$ cat src/rtl/ffa_pkg.sv
// Shared types and constants of the first-fit heap allocator.
package ffa_pkg;

   localparam int unsigned HEADER_BYTES      = 40;
   localparam int unsigned ALIGN_BYTES       = 16;
   localparam int unsigned MIN_SPLIT_PAYLOAD = 16;

   localparam int unsigned ADDR_W   = 48;
   localparam int unsigned SIZE_W   = 32;
   localparam int unsigned WANT_W   = SIZE_W + 1;
   localparam int unsigned FIT_W    = SIZE_W + 3;
   localparam int unsigned STATUS_W = 3;

   localparam logic [SIZE_W-1:0] HDR_SIZE          = SIZE_W'(HEADER_BYTES);
   localparam logic [ADDR_W-1:0] HEAP_BASE_RST     = 48'd16777216;
   localparam logic [SIZE_W-1:0] REGION_BYTES_RST  = 32'd33554432;

   localparam logic REG_HEAP_BASE    = 1'b0;
   localparam logic REG_REGION_BYTES = 1'b1;

   localparam logic [STATUS_W-1:0] ST_OK        = 3'd0;
   localparam logic [STATUS_W-1:0] ST_ZERO_REQ  = 3'd1;
   localparam logic [STATUS_W-1:0] ST_NO_MEMORY = 3'd2;
   localparam logic [STATUS_W-1:0] ST_BAD_PTR   = 3'd3;
   localparam logic [STATUS_W-1:0] ST_NULL_FREE = 3'd4;

   // One table entry; valid marks the entries below the block count.
   typedef struct packed {
      logic              valid;
      logic              free;
      logic [SIZE_W-1:0] offset;
      logic [SIZE_W-1:0] size;
   } block_type;

   // Search key broadcast to every cell.
   typedef struct packed {
      logic              op_free;
      logic [WANT_W-1:0] want;
      logic [ADDR_W-1:0] target;
   } query_type;

   // Search outcome of one cell.
   typedef struct packed {
      logic sel;
      logic split_fit;
   } match_type;

   typedef enum logic [2:0] {
      CMD_HOLD,
      CMD_GRANT,
      CMD_GRANT_SPLIT,
      CMD_SPLIT_TAIL,
      CMD_TAKE_LEFT,
      CMD_TAKE_RIGHT,
      CMD_MARK_FREE,
      CMD_MERGE_RIGHT
   } cell_cmd_type;

endpackage

$ cat src/rtl/ffa_cell.sv
// One table cell: holds one heap block, searches it and shifts with its neighbors.
module ffa_cell import ffa_pkg::*; (
   input  logic         clock,
   input  logic         reset,
   input  logic         init,
   input  block_type    init_blk,
   input  cell_cmd_type cmd,
   input  query_type    query,
   input  block_type    left_blk,
   input  block_type    right_blk,
   input  logic         found_in,
   output block_type    blk,
   output match_type    match_out,
   output logic         found_out
);

   block_type blk_ff;
   block_type blk_in;
   logic      hit;

   // A free item matches on the header offset, since the target already has
   // the heap base and the header taken off.
   always_comb begin
      if (query.op_free) begin
         hit = blk_ff.valid && (ADDR_W'(blk_ff.offset) == query.target);
      end else begin
         hit = blk_ff.valid && blk_ff.free && (WANT_W'(blk_ff.size) >= query.want);
      end
   end

   assign match_out.sel       = hit & ~found_in;
   assign match_out.split_fit = FIT_W'(blk_ff.size) >=
                                FIT_W'(query.want) + FIT_W'(HEADER_BYTES + MIN_SPLIT_PAYLOAD);
   assign found_out           = found_in | hit;
   assign blk                 = blk_ff;

   always_comb begin
      blk_in = blk_ff;
      unique case (cmd)
         CMD_HOLD: begin
            blk_in = blk_ff;
         end
         CMD_GRANT: begin
            blk_in.free = 1'b0;
         end
         CMD_GRANT_SPLIT: begin
            blk_in.free = 1'b0;
            blk_in.size = query.want[SIZE_W-1:0];
         end
         CMD_SPLIT_TAIL: begin
            blk_in.valid  = 1'b1;
            blk_in.free   = 1'b1;
            blk_in.offset = left_blk.offset + HDR_SIZE + query.want[SIZE_W-1:0];
            blk_in.size   = left_blk.size - query.want[SIZE_W-1:0] - HDR_SIZE;
         end
         CMD_TAKE_LEFT: begin
            blk_in = left_blk;
         end
         CMD_TAKE_RIGHT: begin
            blk_in = right_blk;
         end
         CMD_MARK_FREE: begin
            blk_in.free = 1'b1;
         end
         CMD_MERGE_RIGHT: begin
            blk_in.free = 1'b1;
            blk_in.size = blk_ff.size + HDR_SIZE + right_blk.size;
         end
         default: begin
            blk_in = blk_ff;
         end
      endcase
   end

   always_ff @(posedge clock) begin
      if (reset || init) begin
         blk_ff <= init_blk;
      end else begin
         blk_ff <= blk_in;
      end
   end

endmodule

$ cat config.mk
export PLATFORM = sky130hd
export DESIGN_NAME = ffa_cell
export DESIGN_NICKNAME = d
export VERILOG_FILES = /design/src/rtl/ffa_pkg.sv /design/src/rtl/ffa_cell.sv
export SDC_FILE = /design/constraint.sdc
export NUM_CORES = 1
export LEC_CHECK = 0
export ABC_AREA = 1
export BUFFER_PORTS_ARGS = -buffer_cell sky130_fd_sc_hd__buf_2
export CORE_UTILIZATION = 50
export DETAILED_ROUTE_END_ITERATION = 6
export PLACE_DENSITY_LB_ADDON = 0.2
export SLEW_MARGIN = 30
export SYNTH_ARGS = -nofsm -noshare
export SYNTH_HDL_FRONTEND = slang
export SYNTH_SLANG_ARGS = --single-unit
$ cat constraint.sdc
create_clock -name clock -period 5.8 [get_ports clock]
set_input_delay 0.29 -clock clock [delete_from_list [all_inputs] [get_ports clock]]
set_output_delay 0.29 -clock clock [all_outputs]
set_load 0.01 [all_outputs]
==> reports/results.ini <==
[hold_path]
hold_class = in2reg

[worst_setup_path]
required_ns = 5.51
endpoint_kind = output pin
cp_max_fo = 4
crit_arrival_ns = 3.47
critPathKind = in2out
crit_path_start_kind = primary input

[die]
coreArea_um2 = 28800
start_util = 0.511
rows = 62
die_y_um = 173
die_w_um = 173
die-area_um2 = 30100
io_pins = 356

[timing]
finalSetupViolCount = 0
hold_viol_final = 0
max_freq_mhz = 266
setup_tns_ns = 0
clock_skew_ns = 0.00946
tightest_slew_ns = 0.954
period_minus_slack_ns = 3.76
period_share = 0.648
slew_headroom = 0.360
slew_violations = 0
rsz0062_at_grt = no

[logic_synthesis]
postSynthRegisterBits = 66
seq_area_frac_synth = 0.135
synth_edf_count = 66
ys_warn_count = 0
avgSynthCellArea_um2 = 6.05
ys_types = 48
synth_area_um2 = 14700
synthArstFlopShare = 0
synth_ff_type = edfxtp_1
syn_inst = 2430
syn-num-nets = 2965

[route]
drt_pass1_iterations = 6
wire_per_inst_um = 18.1
wl_mm = 57.1
drt-initial-drc-count = 1639
vias = 17600
ant_nets = 0
vias_per_cell = 5.58
drcViolationCount = 0

[cts]
cts_tree = yes
cts_sinks = 66
holdBufCountCts = 0
postCtsSetupBuffers = 0
clock_path_buffers = 2
root_buffer = clkbuf_16
insertion_delay_ns = 0.36
cts-buffers-inserted = 9
cts.htree.levels = 3
clk_pin_slew_ns = 0.07
ctsResizeCount = 0

[cells_and_area]
drive_above_1_share = 0.154
area_delta_synth_final_pct = 16.4
nNetsFinal = 3298
final_core_util = 0.595
fin_cells = 3153
largest_register_ffs = 66
fillers = 3004

[grt]
grt_pass1_wl_mm = 87.6
grt_max_degree = 75
grt_pass1_vias = 16300
grt_usage = 0.373
antenna_found_initial = 2
grt-ovfl-total = 0

[outcome]
status = complete, no violations

[power_and_ir_drop]
ir_worst_vdd_uv = 110
power_density_nw_per_um2 = 176
p_leak_nw = 9.63

[placed_design]
place_inst = 3136
dp_hpwl_mm = 47.7
gp_congestion = 1.02
port-buffer-count = 355

[job]
maxCapViolCount = 0

-- layout make-up --
| cell class | instances | area (um^2) | share of cell area |
|---|---|---|---|
| inverters | 417 | 1570 | 0.0915 |
| clock buffers | 9 | 225 | 0.0132 |
| clock inverters | 7 | 46.3 | 0.00270 |
| diodes | 1 | 2.50 | 0.000146 |
| well taps | 384 | 480 | 0.0281 |
| flip-flops and latches | 66 | 1980 | 0.116 |
| repair buffers | 362 | 1830 | 0.107 |
| multi-input cells | 1907 | 11000 | 0.642 |
-- logic make-up (layout without fill, tap and decap cells) --
family | after synthesis | in the layout | synth area share
adders and majority gates | 248 | 248 | 0.213
xor gates and xnor gates | 53 | 53 | 0.0316
and+or+nand+nor | 1274 | 1274 | 0.365
buffers and inverters | 457 | 795 | 0.120
other | 0 | 1 | 0
AOI/OAI and AO/OA | 332 | 332 | 0.136
DFF | 66 | 66 | 0.135
-- cells in the mapped netlist (29+ instances only) --
master	number	area [um^2]
nand2_1	717	2690
nor3_1	29	145
ha_1	245	3070
a221oi_1	53	464
nor2_1	252	946
inv_1	410	1540
nand4_1	30	188
nand3_1	170	851
xor2_1	35	307
edfxtp_1	66	1980
a21oi_1	146	731
o21ai_0	70	350
-- through the flow --
stage	power, W	hold WS [ns]	instance area [um^2]	setup WS [ns]
global route	0.00326	0.208	17100	1.82
CTS	0.00298	0.194	17100	2.07
floorplan	0.00184	0.476	14700	2.53
detailed placement	0.00244	0.564	16800	2.08
finish	0.00302	0.200	17100	2.04
global placement	0.00240	0.564	16800	2.17
-- layer usage --
metal / track usage / wire length [um] / vias up
li1: - / - / 8683
met1: 0.514 / 25400 / 7931
met2: 0.579 / 24300 / 840
met3: 0.0566 / 5030 / 136
met4: 0.156 / 2410 / 2
met5: 0 / 13 / -
-- worst max-delay path: stages --
cell and delay, ns:
buf_2 0.15, inv_1 0.10, ha_1 0.23, nand2_1 0.09
nand2_2 0.08, inv_2 0.10, nand4_2 0.13, nor2_2 0.17
nand3_2 0.13, nor3_4 0.22, nand2_2 0.11, xor2_1 0.17
inv_1 0.07, ha_1 0.29, nand2_1 0.10, nor4_1 0.31
nand2_1 0.08, or3_1 0.36, nand3_1 0.14, buf_2 0.15
-- placed cells by master, fill, tap and decap left out, types with 5 or more instances in the layout --
cell type / Yosys / layout
a41oi_1: 6 / 6
buf_4: 5 / 7
or2_2: 20 / 20
a31oi_1: 9 / 9
nand2_2: 5 / 5
a21oi_1: 146 / 146
nor3_1: 29 / 29
xor2_1: 35 / 35
o211ai_1: 14 / 14
and2_1: 6 / 6
nor4_1: 9 / 9
nor2_1: 252 / 250
buf_2: 11 / 355
nor2_4: 3 / 5
inv_2: 5 / 6
o21ai_0: 70 / 69
xnor2_1: 18 / 18
edfxtp_1: 66 / 66
nand3b_1: 19 / 19
nand2_1: 717 / 717
nand4_1: 30 / 30
clkbuf_16: 0 / 9
nand3_1: 170 / 169
inv_1: 410 / 409
o21bai_1: 13 / 13
ha_1: 245 / 245
a21o_1: 5 / 5
o21ai_1: 6 / 6
a221oi_1: 53 / 53
-- where the power goes --
part           internal (W)  switching (W)
sequential         0.000599      0.0000700
combinational      0.000650        0.00115
clock              0.000289       0.000258
total               0.00154        0.00148
-- worst paths after layout --
check	startpoint	to	slack, ns	depth (start not counted)
setup / recovery	query[51]	match_out[0]	2.04	20
hold / removal	init_blk[4]	blk[4]$_DFFE_PP_	0.20	3
setup reg to reg	blk[1]$_DFFE_PP_	blk[25]$_DFFE_PP_	2.65	14
hold reg to reg	blk[0]$_DFFE_PP_	blk[0]$_DFFE_PP_	0.83	3
(Power assumes the default switching activity.)
